`src/rtl/chiptune_voice_synth_unit_defines.svh`:
```
// assertion macros for the tone generator rtl
`ifndef CHIPTUNE_VOICE_SYNTH_UNIT_DEFINES_SVH
`define CHIPTUNE_VOICE_SYNTH_UNIT_DEFINES_SVH

// consequent must hold in the same cycle as the antecedent
`define CVS_ASSERT_SAME(label, clk, rst_n, ante, cons, msg) \
    label: assert property (@(posedge clk) disable iff (!(rst_n)) (ante) |-> (cons)) \
        else $error(msg);

// consequent must hold in the cycle after the antecedent
`define CVS_ASSERT_NEXT(label, clk, rst_n, ante, cons, msg) \
    label: assert property (@(posedge clk) disable iff (!(rst_n)) (ante) |=> (cons)) \
        else $error(msg);

`endif

```
`src/rtl/cvs_pkg.sv`:
```
// shared constants, types and the note-to-step table of the tone generator
`timescale 1ns / 1ps

package cvs_pkg;

    // sizing
    localparam int PHASE_BITS        = 24;
    localparam int SAMPLES_PER_FRAME = 1470;
    localparam int NUM_VOICES        = 3;
    localparam int VOICE_W           = $clog2(NUM_VOICES + 1);
    localparam int MAX_FRAMES        = 255;
    localparam int POS_W             = $clog2(MAX_FRAMES * SAMPLES_PER_FRAME + 1);

    // item codes
    localparam logic OP_SAMPLE  = 1'b0;
    localparam logic OP_TRIGGER = 1'b1;

    // waveform codes
    localparam logic [1:0] WF_SQUARE     = 2'd0;
    localparam logic [1:0] WF_TRIANGLE   = 2'd1;
    localparam logic [1:0] WF_NOISE      = 2'd2;
    localparam logic [1:0] WF_SQUARE_ALT = 2'd3;

    localparam logic [VOICE_W-1:0] SYS_VOICE  = VOICE_W'(2);
    localparam logic [VOICE_W-1:0] LAST_VOICE = VOICE_W'(NUM_VOICES - 1);
    localparam logic [POS_W-1:0]   POS_MAX    = '1;

    // noise generator
    localparam logic [15:0] LFSR_SEED = 16'h0001;
    localparam logic [15:0] LFSR_TAPS = 16'hB400;

    // wave levels, Q1.15
    localparam logic signed [16:0] WAVE_POS = 17'sd32767;
    localparam logic signed [16:0] WAVE_NEG = -17'sd32767;

    // 14000 / 229376 reduces to 2000 / 2^15
    localparam int VOL_SCALE = 2000;
    localparam int SYS_GAIN  = 45875;
    localparam int ENV_ONE   = 65536;

    // envelope divide by the frame length via reciprocal multiply
    localparam int ENV_Y_W    = $clog2(2 * SAMPLES_PER_FRAME + 1);
    localparam int ENV_L      = $clog2(SAMPLES_PER_FRAME);
    localparam int ENV_K      = ENV_Y_W + 16 + ENV_L;
    localparam int ENV_M_W    = ENV_K - ENV_L + 1;
    localparam int ENV_PROD_W = ENV_Y_W + ENV_M_W;
    localparam int ENV_SHIFT  = ENV_K - 16;
    localparam int ENV_Q_W    = ENV_PROD_W - ENV_SHIFT;
    localparam longint unsigned ENV_M =
        ((64'd1 << ENV_K) + 64'(SAMPLES_PER_FRAME) - 64'd1) / 64'(SAMPLES_PER_FRAME);

    // datapath widths
    localparam int WV_W  = 31;
    localparam int ENV_W = 17;
    localparam int P_W   = 48;
    localparam int X_W   = 31;
    localparam int XG_W  = 48;
    localparam int C_W   = 32;
    localparam int SUM_W = 34;

    // one voice entry of the voice memory
    typedef struct packed {
        logic                  active;
        logic [2:0]            volume;
        logic [1:0]            waveform;
        logic [PHASE_BITS-1:0] phase;
        logic [PHASE_BITS-1:0] step;
        logic [POS_W-1:0]      position;
        logic [POS_W-1:0]      length;
    } t_voice_rec;

    typedef struct packed {
        logic               en;
        logic [VOICE_W-1:0] addr;
        t_voice_rec         rec;
    } t_wr_req;

    typedef struct packed {
        logic               vld;
        logic [VOICE_W-1:0] voice;
        logic               last;
    } t_rd_tag;

    typedef struct packed {
        logic vld;
        logic live;
        logic sys;
        logic last;
    } t_mix_tag;

    typedef enum logic [1:0] {
        ENV_FULL,
        ENV_ATTACK,
        ENV_RELEASE
    } t_env_mode;

    // top octave increments, notes 116..127
    localparam logic [31:0] TOP_OCT [12] = '{
        32'd647154683,  32'd685636503,  32'd726406571,  32'd769600953,
        32'd815363807,  32'd863847862,  32'd915214929,  32'd969636441,
        32'd1027294024, 32'd1088380105, 32'd1153098554, 32'd1221665363
    };

    // phase increment for a note, octave shift with rounding
    function automatic logic [PHASE_BITS-1:0] note_step(input logic [6:0] note);
        logic [6:0]  t;
        logic [14:0] t_mul;
        logic [3:0]  oct;
        logic [3:0]  rem;
        logic [3:0]  k;
        logic [5:0]  sh;
        logic [32:0] v;
        t     = 7'd127 - note;
        t_mul = 15'(t) * 15'd171;
        oct   = 4'(t_mul >> 11);
        rem   = 4'(t - 7'(oct) * 7'd12);
        k     = 4'd11 - rem;
        sh    = 6'(oct) + 6'(32 - PHASE_BITS);
        v     = {1'b0, TOP_OCT[k]};
        if (sh != 6'd0) begin
            v = v + (33'd1 << (sh - 6'd1));
        end
        return PHASE_BITS'(v >> sh);
    endfunction

endpackage

```
`src/rtl/cvs_voice_mem.sv`:
```
// voice state memory, one write and one registered read port
`timescale 1ns / 1ps

module cvs_voice_mem (
    input  logic                              i_clk,
    input  logic                              i_rst_n,
    input  cvs_pkg::t_wr_req                  i_wr,
    input  logic                              i_rd_en,
    input  logic [cvs_pkg::VOICE_W-1:0]       i_rd_addr,
    output cvs_pkg::t_voice_rec               o_rd_rec
);
    import cvs_pkg::*;

    t_voice_rec r_mem [NUM_VOICES];
    logic       r_vld [NUM_VOICES];
    t_voice_rec r_rd_rec;

    // entry written flags, unwritten entries read as silent
    always_ff @(posedge i_clk) begin
        if (!i_rst_n) begin
            for (int i = 0; i < NUM_VOICES; i++) begin
                r_vld[i] <= 1'b0;
            end
        end else if (i_wr.en) begin
            r_vld[i_wr.addr] <= 1'b1;
        end
    end

    // storage write and registered read
    always_ff @(posedge i_clk) begin
        if (i_wr.en) begin
            r_mem[i_wr.addr] <= i_wr.rec;
        end
        if (i_rd_en) begin
            r_rd_rec <= r_vld[i_rd_addr] ? r_mem[i_rd_addr] : '0;
        end
    end

    assign o_rd_rec = r_rd_rec;

endmodule

```
`src/rtl/cvs_voice_update.sv`:
```
// per-voice update: end check, wave, envelope operand and write-back
`timescale 1ns / 1ps

module cvs_voice_update (
    input  logic                                 i_clk,
    input  logic                                 i_rst_n,
    input  cvs_pkg::t_rd_tag                     i_tag,
    input  cvs_pkg::t_voice_rec                  i_rec,
    output cvs_pkg::t_wr_req                     o_wb,
    output cvs_pkg::t_mix_tag                    o_tag,
    output logic signed [cvs_pkg::WV_W-1:0]      o_wv,
    output cvs_pkg::t_env_mode                   o_env_mode,
    output logic [cvs_pkg::ENV_PROD_W-1:0]       o_env_prod
);
    import cvs_pkg::*;

    logic                   ended;
    logic                   live;
    logic                   is_sys;
    logic                   lfsr_bit;
    logic [15:0]            r_lfsr;
    logic [15:0]            n_lfsr;
    logic [15:0]            tri_u;
    logic signed [17:0]     tri_raw;
    logic signed [16:0]     wave;
    logic signed [14:0]     vol_k;
    logic signed [31:0]     wv_full;
    t_env_mode              env_mode;
    logic [ENV_Y_W-1:0]     env_y;
    logic [POS_W:0]         rel_reach;
    t_voice_rec             wb_rec;
    t_mix_tag               r_tag;
    logic signed [WV_W-1:0] r_wv;
    t_env_mode              r_env_mode;
    logic [ENV_PROD_W-1:0]  r_env_prod;

    // timed note that has run out
    assign ended  = (i_rec.length != '0) && (i_rec.position >= i_rec.length);
    assign live   = i_tag.vld && i_rec.active && !ended;
    assign is_sys = (i_tag.voice == SYS_VOICE);

    // noise shift register steps once per noise sample
    assign lfsr_bit = r_lfsr[0];
    always_comb begin
        n_lfsr = r_lfsr;
        if (live && (i_rec.waveform == WF_NOISE)) begin
            n_lfsr = (r_lfsr >> 1) ^ (lfsr_bit ? LFSR_TAPS : 16'h0000);
        end
    end

    // waveform sample
    assign tri_u = i_rec.phase[PHASE_BITS-1 -: 16];
    always_comb begin
        if (tri_u[15]) begin
            tri_raw = 18'sd98304 - $signed({1'b0, tri_u, 1'b0});
        end else begin
            tri_raw = $signed({1'b0, tri_u, 1'b0}) - 18'sd32768;
        end
        case (i_rec.waveform)
            WF_NOISE: begin
                wave = lfsr_bit ? WAVE_POS : WAVE_NEG;
            end
            WF_TRIANGLE: begin
                wave = (tri_raw > 18'sd32767) ? WAVE_POS : 17'(tri_raw);
            end
            default: begin
                wave = i_rec.phase[PHASE_BITS-1] ? WAVE_NEG : WAVE_POS;
            end
        endcase
    end

    // wave times scaled volume
    assign vol_k   = 15'(i_rec.volume * VOL_SCALE);
    assign wv_full = wave * vol_k;

    // system voice envelope: attack ramp first, then release ramp
    assign rel_reach = {1'b0, i_rec.position} + (POS_W + 1)'(2 * SAMPLES_PER_FRAME);
    always_comb begin
        env_mode = ENV_FULL;
        env_y    = '0;
        if (is_sys) begin
            if (i_rec.position < POS_W'(SAMPLES_PER_FRAME)) begin
                env_mode = ENV_ATTACK;
                env_y    = ENV_Y_W'(i_rec.position);
            end else if ((i_rec.length != '0) && (rel_reach >= {1'b0, i_rec.length})
                         && (i_rec.position < i_rec.length)) begin
                env_mode = ENV_RELEASE;
                env_y    = ENV_Y_W'(i_rec.length - i_rec.position);
            end
        end
    end

    // write-back record
    always_comb begin
        wb_rec        = i_rec;
        wb_rec.active = i_rec.active && !ended;
        if (live) begin
            if (i_rec.waveform != WF_NOISE) begin
                wb_rec.phase = i_rec.phase + i_rec.step;
            end
            if (i_rec.position != POS_MAX) begin
                wb_rec.position = i_rec.position + POS_W'(1);
            end
        end
    end

    assign o_wb.en   = i_tag.vld && i_rec.active;
    assign o_wb.addr = i_tag.voice;
    assign o_wb.rec  = wb_rec;

    // stage control
    always_ff @(posedge i_clk) begin
        if (!i_rst_n) begin
            r_tag  <= '0;
            r_lfsr <= LFSR_SEED;
        end else begin
            r_tag.vld  <= i_tag.vld;
            r_tag.live <= live;
            r_tag.sys  <= is_sys;
            r_tag.last <= i_tag.last;
            r_lfsr     <= n_lfsr;
        end
    end

    // stage data
    always_ff @(posedge i_clk) begin
        r_wv       <= WV_W'(wv_full);
        r_env_mode <= env_mode;
        r_env_prod <= ENV_PROD_W'(env_y) * ENV_PROD_W'(ENV_M);
    end

    assign o_tag      = r_tag;
    assign o_wv       = r_wv;
    assign o_env_mode = r_env_mode;
    assign o_env_prod = r_env_prod;

endmodule

```
`src/rtl/cvs_mix_pipe.sv`:
```
// envelope, gain, accumulate and saturate pipeline
`timescale 1ns / 1ps

module cvs_mix_pipe (
    input  logic                              i_clk,
    input  logic                              i_rst_n,
    input  logic                              i_start,
    input  cvs_pkg::t_mix_tag                 i_tag,
    input  logic signed [cvs_pkg::WV_W-1:0]   i_wv,
    input  cvs_pkg::t_env_mode                i_env_mode,
    input  logic [cvs_pkg::ENV_PROD_W-1:0]    i_env_prod,
    output logic                              o_done,
    output logic signed [15:0]                o_res
);
    import cvs_pkg::*;

    localparam logic signed [SUM_W-1:0] SAT_HI = SUM_W'(32767);
    localparam logic signed [SUM_W-1:0] SAT_LO = -SUM_W'(32768);

    logic [ENV_Q_W-1:0]      env_q;
    logic [ENV_W-1:0]        env;
    logic signed [P_W-1:0]   p_adj;
    logic signed [X_W-1:0]   x;
    logic signed [16:0]      gain_s;
    logic signed [XG_W-1:0]  xg_sys;
    logic signed [XG_W-1:0]  xg_one;
    logic signed [XG_W-1:0]  xg_adj;
    logic signed [C_W-1:0]   c;
    logic signed [SUM_W-1:0] s_adj;
    logic signed [SUM_W-1:0] s_q;
    logic signed [15:0]      res;

    t_mix_tag                r_e_tag;
    logic signed [WV_W-1:0]  r_e_wv;
    logic [ENV_W-1:0]        r_e_env;
    t_mix_tag                r_p_tag;
    logic signed [P_W-1:0]   r_p;
    t_mix_tag                r_g_tag;
    logic signed [XG_W-1:0]  r_xg;
    logic signed [SUM_W-1:0] r_sum;
    logic                    r_f_go;
    logic                    r_done;
    logic signed [15:0]      r_res;

    // envelope quotient from the reciprocal product
    assign env_q = ENV_Q_W'(i_env_prod >> ENV_SHIFT);
    always_comb begin
        case (i_env_mode)
            ENV_ATTACK:  env = ENV_W'(env_q);
            ENV_RELEASE: env = ENV_W'(env_q >> 1);
            default:     env = ENV_W'(ENV_ONE);
        endcase
    end

    // divide by 2^15 toward zero, then system gain (unity for other voices)
    assign p_adj  = r_p + (r_p[P_W-1] ? P_W'(32767) : '0);
    assign x      = X_W'(p_adj >>> 15);
    assign gain_s = 17'(SYS_GAIN);
    assign xg_sys = x * gain_s;
    assign xg_one = XG_W'(x) <<< 16;

    // drop the gain fraction toward zero
    assign xg_adj = r_xg + (r_xg[XG_W-1] ? XG_W'(65535) : '0);
    assign c      = C_W'(xg_adj >>> 16);

    // final scale and clamp to 16 bits
    assign s_adj = r_sum + (r_sum[SUM_W-1] ? SUM_W'(65535) : '0);
    assign s_q   = s_adj >>> 16;
    always_comb begin
        if (s_q > SAT_HI) begin
            res = 16'sh7FFF;
        end else if (s_q < SAT_LO) begin
            res = -16'sh8000;
        end else begin
            res = 16'(s_q);
        end
    end

    // stage control
    always_ff @(posedge i_clk) begin
        if (!i_rst_n) begin
            r_e_tag <= '0;
            r_p_tag <= '0;
            r_g_tag <= '0;
            r_f_go  <= 1'b0;
            r_done  <= 1'b0;
        end else begin
            r_e_tag <= i_tag;
            r_p_tag <= r_e_tag;
            r_g_tag <= r_p_tag;
            r_f_go  <= r_g_tag.vld && r_g_tag.last;
            r_done  <= r_f_go;
        end
    end

    // stage data and accumulator
    always_ff @(posedge i_clk) begin
        r_e_wv  <= i_wv;
        r_e_env <= env;
        r_p     <= r_e_wv * $signed({1'b0, r_e_env});
        r_xg    <= r_p_tag.sys ? xg_sys : xg_one;
        if (i_start) begin
            r_sum <= '0;
        end else if (r_g_tag.vld && r_g_tag.live) begin
            r_sum <= r_sum + SUM_W'(c);
        end
        if (r_f_go) begin
            r_res <= res;
        end
    end

    assign o_done = r_done;
    assign o_res  = r_res;

endmodule

```
`src/rtl/chiptune_voice_synth_unit.sv`:
```
// Three-voice square/triangle/noise tone generator, top level.
//
// Input channel (i_in_valid / o_in_stall) takes one item per transaction.
// A trigger item (i_op = 1) loads a voice at the accept edge; the
// next item can be accepted on the following clock. A trigger on voice 3
// is dropped. A sample item (i_op = 0) steps all three voices and yields
// one transaction on the output channel (o_out_valid / i_out_stall).
// Sample flow: the voices go through a read-modify-write of the voice
// memory one voice per cycle (one read port), then a five-stage multiply
// and accumulate pipe. The sample is loaded into the output register as
// the sequencer returns to idle, and the next item can be taken in the
// cycle after that when the output is not stalled.
// While the receiver stalls, the held sample stays put and the block
// keeps taking items; a further sample waits, with o_in_stall high,
// until the output register frees up.
// Reset (synchronous, active low) silences all voices, reseeds the noise
// register and empties the output register; there is no clearing pass.
`timescale 1ns / 1ps
`include "chiptune_voice_synth_unit_defines.svh"

module chiptune_voice_synth_unit (
    input  logic               i_clk,
    input  logic               i_rst_n,
    input  logic               i_in_valid,
    output logic               o_in_stall,
    input  logic               i_op,
    input  logic [1:0]         i_voice,
    input  logic [6:0]         i_note,
    input  logic [2:0]         i_volume,
    input  logic [1:0]         i_waveform,
    input  logic signed [8:0]  i_duration_frames,
    output logic               o_out_valid,
    input  logic               i_out_stall,
    output logic signed [15:0] o_sample
);
    import cvs_pkg::*;

    typedef enum logic [1:0] {
        S_IDLE,
        S_READ,
        S_DRAIN,
        S_OUT
    } t_state;

    t_state               r_state;
    t_state               n_state;
    logic [VOICE_W-1:0]   r_rd_voice;
    t_rd_tag              r_rd_tag;
    logic                 r_out_valid;
    logic signed [15:0]   r_out_sample;

    logic                 in_accept;
    logic                 sample_start;
    logic                 out_free;
    logic                 out_load;
    logic                 is_sys_trig;
    logic                 dur_pos;
    t_wr_req              trig_wr;
    t_wr_req              mem_wr;
    t_wr_req              upd_wb;
    logic                 rd_en;
    t_voice_rec           rd_rec;
    t_mix_tag             upd_tag;
    logic signed [WV_W-1:0] upd_wv;
    t_env_mode            upd_env_mode;
    logic [ENV_PROD_W-1:0] upd_env_prod;
    logic                 mix_done;
    logic signed [15:0]   mix_res;

    // input handshake
    assign o_in_stall   = (r_state != S_IDLE);
    assign in_accept    = i_in_valid && (r_state == S_IDLE);
    assign sample_start = in_accept && (i_op == OP_SAMPLE);

    // trigger record, written at the accept edge
    assign is_sys_trig = (i_voice == SYS_VOICE);
    assign dur_pos     = !i_duration_frames[8] && (i_duration_frames != 9'sd0);
    always_comb begin
        trig_wr.en              = in_accept && (i_op == OP_TRIGGER)
                                  && (i_voice < VOICE_W'(NUM_VOICES));
        trig_wr.addr            = i_voice;
        trig_wr.rec.active      = (i_note != 7'd0)
                                  && !(is_sys_trig && (i_duration_frames == 9'sd0));
        trig_wr.rec.volume      = i_volume;
        if (is_sys_trig) begin
            trig_wr.rec.waveform = WF_TRIANGLE;
        end else if (i_waveform == WF_SQUARE_ALT) begin
            trig_wr.rec.waveform = WF_SQUARE;
        end else begin
            trig_wr.rec.waveform = i_waveform;
        end
        trig_wr.rec.phase    = '0;
        trig_wr.rec.step     = note_step(i_note);
        trig_wr.rec.position = '0;
        trig_wr.rec.length   = dur_pos ? POS_W'(i_duration_frames[7:0])
                                         * POS_W'(SAMPLES_PER_FRAME) : '0;
    end

    // one memory write port: triggers when idle, write-back during a sample
    assign mem_wr = trig_wr.en ? trig_wr : upd_wb;
    assign rd_en  = (r_state == S_READ);

    // output register
    assign out_free = !r_out_valid || !i_out_stall;
    assign out_load = ((r_state == S_DRAIN) && mix_done) || (r_state == S_OUT);

    // sequencer next state
    always_comb begin
        n_state = r_state;
        case (r_state)
            S_IDLE: begin
                if (sample_start) begin
                    n_state = S_READ;
                end
            end
            S_READ: begin
                if (r_rd_voice == LAST_VOICE) begin
                    n_state = S_DRAIN;
                end
            end
            S_DRAIN: begin
                if (mix_done) begin
                    n_state = out_free ? S_IDLE : S_OUT;
                end
            end
            S_OUT: begin
                if (out_free) begin
                    n_state = S_IDLE;
                end
            end
            default: begin
                n_state = S_IDLE;
            end
        endcase
    end

    // sequencer state, read tag and output register
    always_ff @(posedge i_clk) begin
        if (!i_rst_n) begin
            r_state      <= S_IDLE;
            r_rd_tag.vld <= 1'b0;
            r_out_valid  <= 1'b0;
        end else begin
            r_state      <= n_state;
            r_rd_tag.vld <= rd_en;
            if (out_load && out_free) begin
                r_out_valid <= 1'b1;
            end else if (!i_out_stall) begin
                r_out_valid <= 1'b0;
            end
        end
        r_rd_tag.voice <= r_rd_voice;
        r_rd_tag.last  <= (r_rd_voice == LAST_VOICE);
        if (sample_start) begin
            r_rd_voice <= '0;
        end else if (rd_en) begin
            r_rd_voice <= r_rd_voice + VOICE_W'(1);
        end
        if (out_load && out_free) begin
            r_out_sample <= mix_res;
        end
    end

    assign o_out_valid = r_out_valid;
    assign o_sample    = r_out_sample;

    cvs_voice_mem u_mem (
        .i_clk     (i_clk),
        .i_rst_n   (i_rst_n),
        .i_wr      (mem_wr),
        .i_rd_en   (rd_en),
        .i_rd_addr (r_rd_voice),
        .o_rd_rec  (rd_rec)
    );

    cvs_voice_update u_update (
        .i_clk      (i_clk),
        .i_rst_n    (i_rst_n),
        .i_tag      (r_rd_tag),
        .i_rec      (rd_rec),
        .o_wb       (upd_wb),
        .o_tag      (upd_tag),
        .o_wv       (upd_wv),
        .o_env_mode (upd_env_mode),
        .o_env_prod (upd_env_prod)
    );

    cvs_mix_pipe u_mix (
        .i_clk      (i_clk),
        .i_rst_n    (i_rst_n),
        .i_start    (sample_start),
        .i_tag      (upd_tag),
        .i_wv       (upd_wv),
        .i_env_mode (upd_env_mode),
        .i_env_prod (upd_env_prod),
        .o_done     (mix_done),
        .o_res      (mix_res)
    );

    // checks
    `CVS_ASSERT_SAME(a_no_same_entry, i_clk, i_rst_n, mem_wr.en && rd_en, mem_wr.addr != r_rd_voice, "write-back and read hit the same voice entry")
    `CVS_ASSERT_SAME(a_wr_exclusive, i_clk, i_rst_n, trig_wr.en, !upd_wb.en, "trigger write collides with voice write-back")
    `CVS_ASSERT_SAME(a_done_in_drain, i_clk, i_rst_n, mix_done, r_state == S_DRAIN, "mix result arrived outside the drain state")
    `CVS_ASSERT_NEXT(a_res_held, i_clk, i_rst_n, mix_done && !out_free, (r_state == S_OUT) && $stable(mix_res), "pending mix result not held")

endmodule
```
`config.mk`:
```
export PLATFORM = sky130hd
export DESIGN_NAME = chiptune_voice_synth_unit
export DESIGN_NICKNAME = d
export VERILOG_FILES = /design/src/rtl/cvs_pkg.sv /design/src/rtl/cvs_voice_mem.sv /design/src/rtl/cvs_voice_update.sv /design/src/rtl/cvs_mix_pipe.sv /design/src/rtl/chiptune_voice_synth_unit.sv
export VERILOG_INCLUDE_DIRS = /design/src /design/src/rtl
export SDC_FILE = /design/constraint.sdc
export NUM_CORES = 2
export LEC_CHECK = 0
export BUFFER_PORTS_ARGS = -buffer_cell sky130_fd_sc_hd__clkbuf_2
export CAP_MARGIN = 30
export CORE_ASPECT_RATIO = 2
export CORE_MARGIN = 8
export CORE_UTILIZATION = 30
export CTS_CLUSTER_SIZE = 14
export DETAILED_ROUTE_END_ITERATION = 8
export MAX_ROUTING_LAYER = met4
export PLACE_DENSITY = 0.51
export SKIP_CTS_REPAIR_TIMING = 1
export SLEW_MARGIN = 0
export SYNTH_ARGS = -nofsm -noshare
export SYNTH_HDL_FRONTEND = slang
export SYNTH_HIERARCHICAL = 1
export SYNTH_SLANG_ARGS = --single-unit
export TNS_END_PERCENT = 30
```
`constraint.sdc`:
```
create_clock -name i_clk -period 17.6 [get_ports i_clk]
set_input_delay 2.64 -clock i_clk [delete_from_list [all_inputs] [get_ports i_clk]]
set_output_delay 2.64 -clock i_clk [all_outputs]
set_load 0.05 [all_outputs]
```
==> out/metrics.csv <==
metric;value;unit
drcViolationCount;0;
cts.path.max_buffers;3;
min_path_type;reg2reg;
critPathLaunchType;input port;
clk_pin_slew;0.07;ns
place.gp.congestion;0.939;
fin_ws;6.01;ns
path_buf_inv;5;
crit_top_cell;ha_1;
std_cell_rows;261;
final_net_count;9475;
fmax;0.0863;GHz
final.min_clock_period;11.59;ns
grt_start_max_net_pins;81;
post-route-util;0.325;
ios;46;
r2r_cells;28;
hold_depth;0;
endpoint_kind;flip-flop;
reg2reg_slack;7.71;ns
die_w;372;µm
grt_pass1_wl;340000;µm
slowest_stage;a2111oi_1;
insertion_delay;0.70;ns
fp.dieH;728;µm
cp_top_family;compound AO/OA/AOI/OAI gates;
drtIter0Drc;2242;
start_util;0.301;
worst-path-max-fanout;35;
dp_slack;5.30;ns
max_stage_delay;0.72;ns
grt_pass1_vias;60000;
grt-ovfl-total;0;
netlist_area;76000;µm²
crit_type;in2reg;
final-hold-violation-count;0;
num_vias;54100;
antenna_found_initial;5;
fin_skew;0.0475;ns
setup-violations-final;0;
antenna_left;0;
crit_required;18.01;ns
crit_arrival;12.00;ns
worst_slew_pin_slew;1.04;ns
status;finished clean;
die_area;271000;µm²
syn_to_final_growth;7.99;%
maxCapViolations;0;
min_period_over_period;0.659;
rsz0062_at_grt;false;
core_area;252000;µm²
io_buffers;45;
synth-warning-count;6;
cts.sink_count;670;
whs;0.312;ns
routedWlPerCell;19.8;µm
grt_usage;0.167;
netlist_instances;7861;
cts_tree;done;
cts_buffers;73;
drv_slew;0;
totalWireLength;220000;µm
critical_path_depth;27;
hpwl;179000;µm
vias_per_cell;4.88;
htree_levels;3;
setup_tns;0;ns
drtPass1Iterations;6;
max_slew_margin;0.309;
cts-root-buf;clkbuf_16;
layout-drive-gt1-share;0.0535;
syn_area_per_cell;9.67;µm²
## cells in the final DEF, fill, tap and decap left out, types with 72 or more instances in the layout
| cell | count |
|---|---|
| inv_1 | 1354 |
| mux2_2 | 98 |
| o21ai_0 | 164 |
| and2_1 | 300 |
| xnor2_1 | 224 |
| ha_1 | 741 |
| nand3_1 | 113 |
| edfxtp_1 | 400 |
| a21oi_1 | 347 |
| dfxtp_1 | 257 |
| fa_1 | 976 |
| clkbuf_16 | 76 |
| a21o_1 | 136 |
| nand2_1 | 762 |
| o211a_1 | 99 |
| nor2_1 | 360 |
| o21ai_1 | 87 |
| nor3_1 | 72 |
| nand2b_1 | 144 |
| xor2_1 | 134 |
## through the flow
stage | std cells | instance area, µm²
6_report | 11100 | 82100
4_1_cts | 11100 | 82100
3_3_place_gp | 10900 | 79400
5_1_grt | 11100 | 82100
2_1_floorplan | 7875 | 76000
3_5_place_dp | 10900 | 79400
## flip-flops by register name (all words and copies together) (netlist names), 16 cells and up
register and cells:
u_mix/r_p 47, o_sample 16, u_mix/r_e_env 17, u_mem/r_mem 276, u_update/o_wv 27, u_mix/r_e_wv 31, u_mem/o_rd_rec 92, u_mix/r_sum 34
u_mix/o_res 16, u_update/r_lfsr 16, u_mix/r_xg 48, u_update/o_env_prod 18
## area by class of cell
type                    instances  area (µm²)
fillers                     26000      170000
multi-input cells            5522       52100
flip-flops and latches        670       17400
inverters                    1357        5090
well taps                    3287        4110
clock buffers                  86        1980
repair buffers                106         701
clock inverters                50         672
diodes                          5        12.5
## worst paths after layout
kind,to,startpoint
setup reg to reg,u_mix/r_xg[47],u_mix/r_p[47]
setup / recovery,u_mem/r_mem[2][46],i_note[1]
hold reg to reg,u_mix/r_e_wv[23],u_update/o_wv[23]
hold / removal,u_mix/r_e_wv[23],u_update/o_wv[23]
## per-layer routing
metal  wire length [µm]  up-vias  part of all wire  track usage
met5                  0        -                 0            -
met2             131000      985              0.60        0.346
met3               4390      595             0.020       0.0135
met4              15200        0             0.069       0.0960
met1              69100    27100              0.31        0.139
li1                   -    25400                 -            -
Power is left out: the tool's default activity adds up to more than one toggle a clock period on the data nets, which glitch-free logic cannot reach.
